`src/hdl/rfhc_pkg.sv`:
```
// Shared types and constants for the radio frame header classifier.
// No dependencies.
`timescale 1ns / 1ps
package rfhc_pkg;
  localparam int unsigned CNT_W         = 48;
  localparam int unsigned NUM_SRC       = 16;
  localparam int unsigned SRC_W         = 4;
  localparam int unsigned FBYTES_W      = 13;
  localparam int unsigned SPF_SHIFT     = 12;
  localparam logic [31:0] SYNC_VALUE    = 32'h5CDEC0DE;
  localparam logic [12:0] HDR_BYTES     = 13'd32;
  localparam logic [12:0] MAX_FRAME_B   = 13'd4128;

  localparam logic [2:0] REG_SRC_COUNT  = 3'd0;
  localparam logic [2:0] REG_SRC_OFFSET = 3'd1;
  localparam logic [2:0] REG_WIN_START  = 3'd2;
  localparam logic [2:0] REG_SEQ_PER_BUF = 3'd3;
  localparam logic [2:0] REG_BUF_COUNT  = 3'd4;

  typedef enum logic [1:0] {
    V_INVALID = 2'd0,
    V_LATE    = 2'd1,
    V_ACCEPT  = 2'd2,
    V_BEYOND  = 2'd3
  } verdict_t;

  typedef struct packed {
    logic                 en;
    verdict_t             cls;
    logic [SRC_W-1:0]     src;
    logic [FBYTES_W-1:0]  nbytes;
  } cnt_upd_t;
endpackage

```
`src/hdl/rfhc_div.sv`:
```
// Bit-serial restoring divider: 64-bit dividend by 16-bit divisor, one bit per cycle.
// Depends on nothing beyond the timescale.
`timescale 1ns / 1ps
module rfhc_div (
  input  logic        clk,
  input  logic        rst_n,
  input  logic        start,
  input  logic [63:0] dividend,
  input  logic [15:0] divisor,
  output logic        done,
  output logic [63:0] quotient
);
  logic        run_r;
  logic        done_r;
  logic [5:0]  cnt_r;
  logic [63:0] q_r;
  logic [15:0] dvs_r;
  logic [16:0] rem_r;
  logic [16:0] rem_sh;
  logic        ge;

  assign rem_sh = {rem_r[15:0], q_r[63]};
  assign ge     = rem_sh >= {1'b0, dvs_r};

  always_ff @(posedge clk) begin
    if (!rst_n) begin
      run_r  <= 1'b0;
      done_r <= 1'b0;
      cnt_r  <= '0;
    end else begin
      done_r <= 1'b0;
      if (start) begin
        run_r <= 1'b1;
        cnt_r <= '1;
      end else if (run_r) begin
        cnt_r <= cnt_r - 6'd1;
        if (cnt_r == '0) begin
          run_r  <= 1'b0;
          done_r <= 1'b1;
        end
      end
    end
  end

  always_ff @(posedge clk) begin
    if (start) begin
      q_r   <= dividend;
      dvs_r <= divisor;
      rem_r <= '0;
    end else if (run_r) begin
      rem_r <= ge ? (rem_sh - {1'b0, dvs_r}) : rem_sh;
      q_r   <= {q_r[62:0], ge};
    end
  end

  assign done     = done_r;
  assign quotient = q_r;
endmodule

```
`src/hdl/rfhc_counters.sv`:
```
// Global and per-source frame and byte counters, 48-bit wrapping.
// Depends on rfhc_pkg.
`timescale 1ns / 1ps
module rfhc_counters
  import rfhc_pkg::*;
(
  input  logic             clk,
  input  logic             rst_n,
  input  cnt_upd_t         upd,
  output logic [CNT_W-1:0] class_count
);
  logic [CNT_W-1:0] gcnt_r  [3];
  logic [CNT_W-1:0] gbyte_r [3];
  logic [CNT_W-1:0] slc_r   [NUM_SRC];
  logic [CNT_W-1:0] slb_r   [NUM_SRC];
  logic [CNT_W-1:0] svc_r   [NUM_SRC];
  logic [CNT_W-1:0] svb_r   [NUM_SRC];
  logic [CNT_W-1:0] add_b;
  logic [1:0]       gi;

  assign add_b = {{(CNT_W-FBYTES_W){1'b0}}, upd.nbytes};
  assign gi    = (upd.cls == V_BEYOND) ? 2'd0 : upd.cls;
  assign class_count = (upd.cls == V_BEYOND) ? '0 : gcnt_r[gi] + 48'd1;

  always_ff @(posedge clk) begin
    if (!rst_n) begin
      for (int i = 0; i < 3; i++) begin
        gcnt_r[i]  <= '0;
        gbyte_r[i] <= '0;
      end
      for (int i = 0; i < NUM_SRC; i++) begin
        slc_r[i] <= '0;
        slb_r[i] <= '0;
        svc_r[i] <= '0;
        svb_r[i] <= '0;
      end
    end else if (upd.en && upd.cls != V_BEYOND) begin
      gcnt_r[gi]  <= gcnt_r[gi] + 48'd1;
      gbyte_r[gi] <= gbyte_r[gi] + add_b;
      if (upd.cls == V_LATE) begin
        slc_r[upd.src] <= slc_r[upd.src] + 48'd1;
        slb_r[upd.src] <= slb_r[upd.src] + add_b;
      end
      if (upd.cls == V_ACCEPT) begin
        svc_r[upd.src] <= svc_r[upd.src] + 48'd1;
        svb_r[upd.src] <= svb_r[upd.src] + add_b;
      end
    end
  end
endmodule

```
`src/hdl/radio_frame_header_classifier.sv`:
```
// Top level: header checks, serial sequence divide, window placement, output register.
// Depends on rfhc_pkg, rfhc_div, rfhc_counters.
//
// Channel | Direction | Handshake          | Payload
// in_     | request   | in_valid/in_stall  | sync_pattern .. frame_bytes
// out_    | result    | out_valid/out_stall| verdict .. class_count
// cfg     | APB write | psel/penable/pready| paddr (8*i), pwdata/prdata 64
//
// A valid header's result is loaded after the 64 steps of the bit-serial divider and
// the window and offset math in S_WIN1, S_WIN2, S_MUL1 and S_MUL2. An invalid one
// goes straight to S_DONE. Either waits in S_DONE while the output register holds a
// stalled result. One request is in work at a time; the next is taken in the cycle
// after the result is loaded, even while it is stalled. Reset is synchronous and
// clears control state and all counters.
`timescale 1ns / 1ps
module radio_frame_header_classifier
  import rfhc_pkg::*;
(
  input  logic        clk,
  input  logic        rst_n,
  input  logic        in_valid,
  output logic        in_stall,
  input  logic [31:0] in_sync_pattern,
  input  logic [7:0]  in_frame_id,
  input  logic [15:0] in_decimation,
  input  logic [15:0] in_time_offset,
  input  logic [63:0] in_raw_time_tag,
  input  logic [31:0] in_tuning_word,
  input  logic [12:0] in_frame_bytes,
  output logic        out_valid,
  input  logic        out_stall,
  output logic [1:0]  out_verdict,
  output logic [3:0]  out_source_index,
  output logic [63:0] out_sequence_res,
  output logic [63:0] out_corr_tag,
  output logic [30:0] out_tuning,
  output logic        out_buffer_index,
  output logic [31:0] out_element_offset,
  output logic [12:0] out_payload_bytes,
  output logic [47:0] out_class_count,
  input  logic        psel,
  input  logic        penable,
  input  logic        pwrite,
  input  logic [5:0]  paddr,
  input  logic [63:0] pwdata,
  output logic [63:0] prdata,
  output logic        pready
);
  typedef enum logic [2:0] {
    S_IDLE, S_DIV, S_WIN1, S_WIN2, S_MUL1, S_MUL2, S_DONE
  } state_t;

  state_t      state_r;
  logic [4:0]  src_cnt_r;
  logic [3:0]  src_off_r;
  logic [63:0] win_start_r;
  logic [15:0] spb_r;
  logic [1:0]  buf_cnt_r;

  logic        ok_r;
  logic [3:0]  src_r;
  logic [63:0] tt_r, seq_r, d_r, end_r;
  logic [30:0] tune_r;
  logic [12:0] fb_r, pay_r;
  logic        late_r, beyond_r, idx_r;
  logic [15:0] within_r;
  logic [20:0] p1_r;
  logic [31:0] off_r;

  logic        in_fire, out_load, wr;
  logic [6:0]  src_s;
  logic        ok;
  logic        div_done;
  logic [63:0] quot;
  logic [16:0] span, d17;
  logic        idx_c;
  logic [33:0] p2;
  logic [63:0] wnd_gap;
  verdict_t    verd;
  cnt_upd_t    upd;
  logic [47:0] cls_cnt;

  assign pready   = 1'b1;
  assign wr       = psel && penable && pwrite;
  assign in_stall = (state_r != S_IDLE);
  assign in_fire  = in_valid && !in_stall;
  assign out_load = (state_r == S_DONE) && !(out_valid && out_stall);

  assign src_s = {3'b0, in_frame_id[5:3], in_frame_id[7]} - 7'd2 - {3'b0, src_off_r};

  assign ok = in_frame_bytes >= HDR_BYTES && in_frame_bytes <= MAX_FRAME_B &&
              in_sync_pattern == SYNC_VALUE && in_decimation != '0 &&
              !in_tuning_word[31] && !src_s[6] &&
              src_s[5:0] < {1'b0, src_cnt_r} && src_s[5:0] < 6'(NUM_SRC);

  rfhc_div u_div (
    .clk     (clk),
    .rst_n   (rst_n),
    .start   (in_fire && ok),
    .dividend(in_raw_time_tag - {48'b0, in_time_offset}),
    .divisor (in_decimation),
    .done    (div_done),
    .quotient(quot)
  );

  assign span = (buf_cnt_r == 2'd0) ? 17'd0 :
                (buf_cnt_r == 2'd1) ? {1'b0, spb_r} : {spb_r, 1'b0};
  assign d17     = d_r[16:0];
  assign idx_c   = d17 >= {1'b0, spb_r};
  assign p2      = p1_r * pay_r;
  assign wnd_gap = seq_r - end_r;

  always_comb begin
    if (!ok_r)         verd = V_INVALID;
    else if (beyond_r) verd = V_BEYOND;
    else if (late_r)   verd = V_LATE;
    else               verd = V_ACCEPT;
  end

  assign upd.en     = out_load;
  assign upd.cls    = verd;
  assign upd.src    = src_r;
  assign upd.nbytes = ok_r ? pay_r : fb_r;

  rfhc_counters u_cnt (
    .clk        (clk),
    .rst_n      (rst_n),
    .upd        (upd),
    .class_count(cls_cnt)
  );

  always_ff @(posedge clk) begin
    if (!rst_n) begin
      src_cnt_r   <= 5'd4;
      src_off_r   <= '0;
      win_start_r <= '0;
      spb_r       <= 16'd1;
      buf_cnt_r   <= '0;
    end else if (wr) begin
      unique case (paddr[5:3])
        REG_SRC_COUNT:   src_cnt_r   <= pwdata[4:0];
        REG_SRC_OFFSET:  src_off_r   <= pwdata[3:0];
        REG_WIN_START:   win_start_r <= pwdata;
        REG_SEQ_PER_BUF: spb_r       <= pwdata[15:0];
        REG_BUF_COUNT:   buf_cnt_r   <= pwdata[1:0];
        default: ;
      endcase
    end
  end

  always_comb begin
    unique case (paddr[5:3])
      REG_SRC_COUNT:   prdata = {59'b0, src_cnt_r};
      REG_SRC_OFFSET:  prdata = {60'b0, src_off_r};
      REG_WIN_START:   prdata = win_start_r;
      REG_SEQ_PER_BUF: prdata = {48'b0, spb_r};
      REG_BUF_COUNT:   prdata = {62'b0, buf_cnt_r};
      default:         prdata = '0;
    endcase
  end

  always_ff @(posedge clk) begin
    if (!rst_n) begin
      state_r   <= S_IDLE;
      out_valid <= 1'b0;
    end else begin
      if (out_load) out_valid <= 1'b1;
      else if (out_valid && !out_stall) out_valid <= 1'b0;
      unique case (state_r)
        S_IDLE: if (in_fire) state_r <= ok ? S_DIV : S_DONE;
        S_DIV:  if (div_done) state_r <= S_WIN1;
        S_WIN1: state_r <= S_WIN2;
        S_WIN2: state_r <= S_MUL1;
        S_MUL1: state_r <= S_MUL2;
        S_MUL2: state_r <= S_DONE;
        S_DONE: if (out_load) state_r <= S_IDLE;
        default: state_r <= S_IDLE;
      endcase
    end
  end

  always_ff @(posedge clk) begin
    if (in_fire) begin
      ok_r   <= ok;
      src_r  <= src_s[3:0];
      tt_r   <= in_raw_time_tag - {48'b0, in_time_offset};
      tune_r <= in_tuning_word[30:0];
      fb_r   <= in_frame_bytes;
      pay_r  <= in_frame_bytes - HDR_BYTES;
    end
    if (div_done) seq_r <= {{SPF_SHIFT{1'b0}}, quot[63:SPF_SHIFT]};
    if (state_r == S_WIN1) begin
      d_r   <= seq_r - win_start_r;
      end_r <= win_start_r + {47'b0, span};
    end
    if (state_r == S_WIN2) begin
      beyond_r <= !wnd_gap[63];
      late_r   <= d_r[63];
      idx_r    <= idx_c;
      within_r <= 16'(d17 - (idx_c ? {1'b0, spb_r} : 17'd0));
    end
    if (state_r == S_MUL1) p1_r <= within_r * src_cnt_r;
    if (state_r == S_MUL2) off_r <= (p2[33:32] != 2'b0) ? 32'hFFFF_FFFF : p2[31:0];
    if (out_load) begin
      out_verdict        <= verd;
      out_class_count    <= cls_cnt;
      out_source_index   <= ok_r ? src_r : '0;
      out_sequence_res   <= ok_r ? seq_r : '0;
      out_corr_tag       <= ok_r ? tt_r : '0;
      out_payload_bytes  <= ok_r ? pay_r : '0;
      out_tuning         <= (verd == V_ACCEPT) ? tune_r : '0;
      out_buffer_index   <= (verd == V_ACCEPT) ? idx_r : 1'b0;
      out_element_offset <= (verd == V_ACCEPT) ? off_r : '0;
    end
  end

`ifndef SYNTHESIS
  a_accept_busy: assert property (@(posedge clk) disable iff (!rst_n)
    in_fire |=> state_r != S_IDLE) else $error("request accepted but block idle");
  a_div_phase: assert property (@(posedge clk) disable iff (!rst_n)
    div_done |-> state_r == S_DIV) else $error("divider finished outside divide phase");
  a_invalid_zero: assert property (@(posedge clk) disable iff (!rst_n)
    out_valid && out_verdict == V_INVALID |-> out_sequence_res == '0 && out_source_index == '0)
    else $error("invalid result carries data");
  a_beyond_nocount: assert property (@(posedge clk) disable iff (!rst_n)
    out_valid && out_verdict == V_BEYOND |-> out_class_count == '0)
    else $error("beyond-window result carries a count");
`endif
endmodule

```
`config.mk`:
```
export PLATFORM = sky130hd
export DESIGN_NAME = radio_frame_header_classifier
export DESIGN_NICKNAME = d
export VERILOG_FILES = /design/src/hdl/rfhc_pkg.sv /design/src/hdl/rfhc_div.sv /design/src/hdl/rfhc_counters.sv /design/src/hdl/radio_frame_header_classifier.sv
export SDC_FILE = /design/constraint.sdc
export NUM_CORES = 2
export LEC_CHECK = 0
export BUFFER_PORTS_ARGS = -buffer_cell sky130_fd_sc_hd__buf_2
export CAP_MARGIN = 20
export CORE_MARGIN = 2
export CORE_UTILIZATION = 45
export DETAILED_ROUTE_END_ITERATION = 10
export GPL_TIMING_DRIVEN = 0
export PLACE_DENSITY = 0.7
export SYNTH_ARGS = -nofsm -noshare
export SYNTH_HDL_FRONTEND = slang
export SYNTH_SLANG_ARGS = --single-unit
```
`constraint.sdc`:
```
create_clock -name clk -period 15.2 [get_ports clk]
set_clock_uncertainty 0.05 [all_clocks]
set_input_delay 1.52 -clock clk [delete_from_list [all_inputs] [get_ports clk]]
set_output_delay 1.52 -clock clk [all_outputs]
set_load 0.05 [all_outputs]
```
# Word-level counts from Yosys, hierarchy flattened
# Memories as Yosys holds them, arrays and structs flattened.
# Index checks and enable logic that the tools add are counted.
classes:
  n_eq_ne: 18
  muxes: 31
  n_addsub: 11
  bitwise_logic: 2
  n_lt_le_gt_ge: 6
  n_reduce_logical: 38
  multipliers: 2
ops:
  columns: ["op", "n"]
  rows:
  - ["case mux 64 bit (5 select lines)", 1]
  - ["two-way mux 64 bit", 2]
  - ["subtractor 52 x 64 -> 64 bit", 2]
  - ["adder 64 x 17 -> 64 bit", 1]
  - ["subtractor 64 x 16 -> 64 bit", 1]
  - ["adder 48 x 1 -> 48 bit (second input constant)", 1]
  - ["two-way mux 48 bit", 1]
  - ["OR reduction 48 bit", 1]
  - ["greater-or-equal comparator 17 x 16 -> 1 bit", 2]
  - ["multiplier 21 x 13 -> 34 bit", 1]
  - ["two-way mux 17 bit", 2]
  - ["== test 32 x 31 -> 1 bit (second input constant)", 1]
  - ["two-way mux 16 bit", 2]
  - ["subtractor 16 bit", 2]
  - ["multiplier 16 x 5 -> 21 bit", 1]
  - ["case mux 3 bit (7 select lines)", 1]
  - ["nonzero test 16 bit", 1]
  - ["logical AND 1 bit", 15]
  - ["greater-or-equal comparator 13 x 6 -> 1 bit (second input constant)", 1]
  - ["less-or-equal comparator 13 bit (second input constant)", 1]
  - ["subtractor 13 x 6 -> 13 bit (second input constant)", 1]
  - ["== test 3 x 2 -> 1 bit (second input constant)", 4]
  - ["== test 3 bit (second input constant)", 4]
  - ["two-way mux 3 bit", 4]
  - ["other kinds (23)", 55]
totals:
  ram_bits: 144
  regBits: 811
  mem_count: 1
  output_inout_bits: 326
mem_list:
  columns: ["name", "words", "width", "rd", "rd_ports_with_merged_regs", "write_ports", "line_no", "source"]
  rows:
  - ["u_cnt.gcnt_r", 3, 48, 1, 0, 3, "rfhc_counters.sv:12", "logic [CNT_W-1:0] gcnt_r [3];"]

# Depth between registers and ports, before layout
depth:
  ltp_word: 11
  mapped_depth: 25
  ltp_nobuf: 22

# Cells and area by module
# From an unflattened synthesis, not the netlist that was laid out.
hier_totals:
  cells_unflattened: 5027
  hier_area_um2: 56910.8
by_module_without_submodules:
  columns: ["mod", "cells_per_inst", "seq_area_each_um2", "area_each_um2", "n_inst"]
  rows:
  - ["radio_frame_header_classifier", 3917, 19138.4, 42420.7, 1]
  - ["rfhc_counters", 688, 5765.5, 9226.3, 1]
  - ["rfhc_div", 422, 2882.8, 5263.8, 1]

# Worst setup path before layout
# No wires, ideal clock.
synth_timing:
  kind: "input -> register"
  startpoint: "in out_stall"
  endpoint: "mem u_cnt.gcnt_r[0][0] (enable)"
  required_time_ps: 14743
  setup_ps: 407
  slack_ps: -1108
  stages: 6
  t_arrival_ps: 15852
  cell_sequence: "a21oi_1 -> nor3b_1 -> nand2_1 -> clkbuf_1 -> clkbuf_1 -> nand2_1"
synth_rtl:
  columns: ["element", "line_no", "source"]
  rows:
  - ["start, declared", "radio_frame_header_classifier.sv:31", "input logic out_stall,"]
  - ["end, declared", "rfhc_counters.sv:12", null]

# Final worst setup path
layout_timing:
  startpoint: "reg pay_r[3]"
  endpoint: "reg off_r[0], data pin"
layout_via:
  elab_chain_len: 2
layout_lines:
  columns: ["element", "line_no", "source"]
  rows:
  - ["start, declared", "radio_frame_header_classifier.sv:64", "logic [12:0] fb_r, pay_r;"]
  - ["start signal, assigned", "radio_frame_header_classifier.sv:189", "pay_r <= in_frame_bytes - HDR_BYTES;"]
  - ["multiplier 21 x 13 -> 34 bit", "radio_frame_header_classifier.sv:110", "assign p2 = p1_r * pay_r;"]
  - ["nonzero test 2 bit", "radio_frame_header_classifier.sv:203", "if (state_r == S_MUL2) off_r <= (p2[33:32] != 2'b0) ? 32'hFFFF_FFFF : p2[31:0];"]
  - ["end signal, assigned", "radio_frame_header_classifier.sv:203", null]
  - ["end, declared", "radio_frame_header_classifier.sv:68", "logic [31:0] off_r;"]
# Every way passes these cells.
# A chain may end at the register's enable or synchronous reset.

==> impl_metrics.ini <==
[sta]
drv_slew = 0
relSlewSlack_pct = 27.3
period_share_pct = 55.3
setup_tns_ps = 0
final-setup-viol-count = 0
period_minus_slack_ps = 8400
worst_slew_pin_slew_ps = 1080
hold_viol_final = 0
rsz0062_at_grt = no
fmax_mhz = 119

[detailed_routing]
drcViolationCount = 0
drt_pass1_iterations = 7
wl_per_cell_um = 20.9
ant_nets = 0
vias_per_cell = 5.31
num_vias = 38669
drt_iter0_drc = 3058
drt_wl_total_um = 152000

[worst_setup_path]
slowest_delay_ps = 740
critical_path.max_fanout = 10
cp_common_cell = fa_1
r2r-start = pay_r[3]$_DFFE_PP_
crit_slowest_cell = nor2_1
path_class = reg -> reg
endpoint_kind = register
crit_family = adder cells
rr_endpoint = off_r[0]$_SDFFCE_PP1N_
ff2ff_path_depth = 23
critPathLaunchType = register
cp.required_ps = 15590
worst-path-buf-inv = 6
rrSetupSlack_ps = 6800
arrival_ps = 8790
path_cells = clkbuf_1, nand2_1, fa_1, inv_1, fa_1, fa_1, fa_1, inv_1, fa_1, inv_1, ha_1, nor3_1, o21ai_0, a41oi_1, o221ai_1, o41ai_1, o21ai_0, a21oi_1, xor2_1, nor2_1, buf_2, buf_4, nand2_1

[synth]
synth_edf_count = 838
synth-seq-cells = 957
synth_cell_type_count = 95
yosysWarnings = 0
async_reset_ff_share_pct = 0
syn_inst = 4870
synth_seq_area_share_pct = 49.7
mappedNetlistArea_um2 = 55400
syn_area_per_cell_um2 = 11.4
synth_ff_type = edfxtp_1

[place]
place_area_um2 = 60800
dp_hpwl_um = 119000
io_buffers = 562
gp_congestion = 0.973

[die]
die_area_um2 = 126000
core_um2 = 122000
ioPinCount = 584
start_util_pct = 45.4
die_x_um = 355
die-height_um = 355
rows = 128

[clocking]
cts-buffers-inserted = 102
cts_tree = built
cts_max_level = 3
clk_pin_slew_worst_paths_ps = 70
ctsResizeCount = 0
insertion_delay_ps = 740
ctsHoldBuffers = 0
cts.sinks = 957
post_cts_buffers = 0
clockRootBuffer = clkbuf_16
cts_buffer_depth = 3

[global_route]
grt_start_max_net_pins = 62
grt_overflow = 0
grt_pass1_wl_um = 228000
grt_pass1_vias = 38429
antenna_found_initial = 23
track_usage_pct = 23.8

[cells_and_area]
mostFrequentLayoutCell = edfxtp_1
final_cell_mix = 838 x edfxtp_1, 576 x buf_2, 548 x inv_1, 520 x nand2_1, 386 x and2_1
fillers = 10676
final_core_util_pct = 52.6
syn_to_final_growth_pct = 15.9
design_area_um2 = 64200
nNetsFinal = 6392
drive_above_1_share_pct = 16.8

[min_path]
min_to = late_r$_DFFE_PP_
hold_path_depth = 0
min_from = d_r[63]$_DFFE_PP_
hp-class = reg -> reg

[flow_run]
cap_violations = 0

[outcome]
status = finished clean
through the flow:
step	cells	worst slack (ps)	hold WS, ps
after floorplan	4881	4450	350
after global placement	7068	-556	357
after detailed placement	7090	6940	366
after CTS	7280	6900	375
after global routing	7282	6570	401
final	7287	6800	380
metal layers:
metal,vias to the layer above,wire length (µm),GRT usage (%)
met2,1479,71500,39.2
met1,18993,62700,31.3
met5,-,173,0
li1,17938,-,-
met4,28,4080,7.21
met3,231,13600,5.67
flip-flops by register name, summed over array words and instances (netlist names), 5 cells and up:
register	count
d_r	18
u_div.quotient	64
u_div.dvs_r	16
win_start_r	64
pay_r	13
tune_r	31
out_corr_tag	64
out_payload_bytes	13
u_div.cnt_r	6
seq_r	52
out_tuning	31
spb_r	16
src_cnt_r	5
off_r	32
u_div.rem_r	16
tt_r	64
p1_r	21
end_r	64
u_cnt.gcnt_r	192
within_r	16
out_element_offset	32
out_class_count	48
out_sequence_res	52
cell usage after synthesis (9+ instances only):
| master | n | area share, % |
|---|---|---|
| buf_4 | 16 | 0.22 |
| clkbuf_1 | 150 | 1.0 |
| mux2_2 | 57 | 1.2 |
| or3_1 | 17 | 0.19 |
| dfxtp_1 | 119 | 4.3 |
| o21a_1 | 26 | 0.35 |
| fa_1 | 257 | 9.3 |
| and3_1 | 32 | 0.36 |
| xnor2_1 | 144 | 2.3 |
| edfxtp_1 | 838 | 45 |
| nor2_1 | 383 | 2.6 |
| nor2b_1 | 43 | 0.49 |
| a211oi_1 | 14 | 0.19 |
| nor4_1 | 31 | 0.35 |
| a21oi_1 | 230 | 2.1 |
| xor2_1 | 99 | 1.6 |
| buf_2 | 13 | 0.12 |
| nand2b_1 | 42 | 0.47 |
| o22ai_1 | 15 | 0.17 |
| a22o_1 | 13 | 0.21 |
| mux2i_1 | 19 | 0.34 |
| nand3_1 | 74 | 0.67 |
| and2_1 | 388 | 4.4 |
| ha_1 | 308 | 7.0 |
| nand2_1 | 523 | 3.5 |
| nand4_1 | 41 | 0.46 |
| inv_1 | 548 | 3.7 |
| o21ai_0 | 96 | 0.87 |
| nor3_1 | 51 | 0.46 |
| a21o_1 | 42 | 0.57 |
| o211ai_1 | 12 | 0.16 |
| mux4_2 | 50 | 2.0 |
| a31oi_1 | 9 | 0.10 |
final cells by class:
cell class | count | area [µm²] | share of cell area [%]
multi-input cells | 3179 | 24900 | 38.9
plain buffers | 192 | 910 | 1.42
well taps | 1625 | 2030 | 3.17
repair buffers | 584 | 3260 | 5.08
diodes | 7 | 17.5 | 0.0273
clock buffers | 130 | 2760 | 4.30
inverters | 553 | 2080 | 3.23
flip-flops and latches | 957 | 27600 | 42.9
clock inverters | 60 | 613 | 0.955
worst max path at each step:
stage                                                    to                from  cells past startpoint
after floorplan            u_cnt.gcnt_r[0][0]$_SDFFCE_PN0P_           out_stall                      6
after global placement    u_cnt.gcnt_r[0][20]$_SDFFCE_PN0P_           out_stall                      7
after detailed placement             off_r[0]$_SDFFCE_PP1N_  pay_r[3]$_DFFE_PP_                     24
after CTS                            off_r[0]$_SDFFCE_PP1N_  pay_r[3]$_DFFE_PP_                     24
after global routing                 off_r[0]$_SDFFCE_PP1N_  pay_r[3]$_DFFE_PP_                     24
final                                off_r[0]$_SDFFCE_PP1N_  pay_r[3]$_DFFE_PP_                     23
cells by family (layout without fill, tap and decap cells):
family | after synthesis | count (layout) | share of synthesized area (%)
muxes | 133 | 133 | 3.68
buffers and inverters | 745 | 1519 | 5.39
and+or+nand+nor | 1683 | 1683 | 15.0
DFF | 957 | 957 | 49.7
other | 2 | 20 | 0.0136
AOI/OAI and AO/OA | 532 | 532 | 5.83
xor gates and xnor gates | 253 | 253 | 4.16
adders and majority gates | 565 | 565 | 16.2
Power is not shown: default switching activity piles up to over one toggle a cycle in this logic, so the estimate is an artifact.
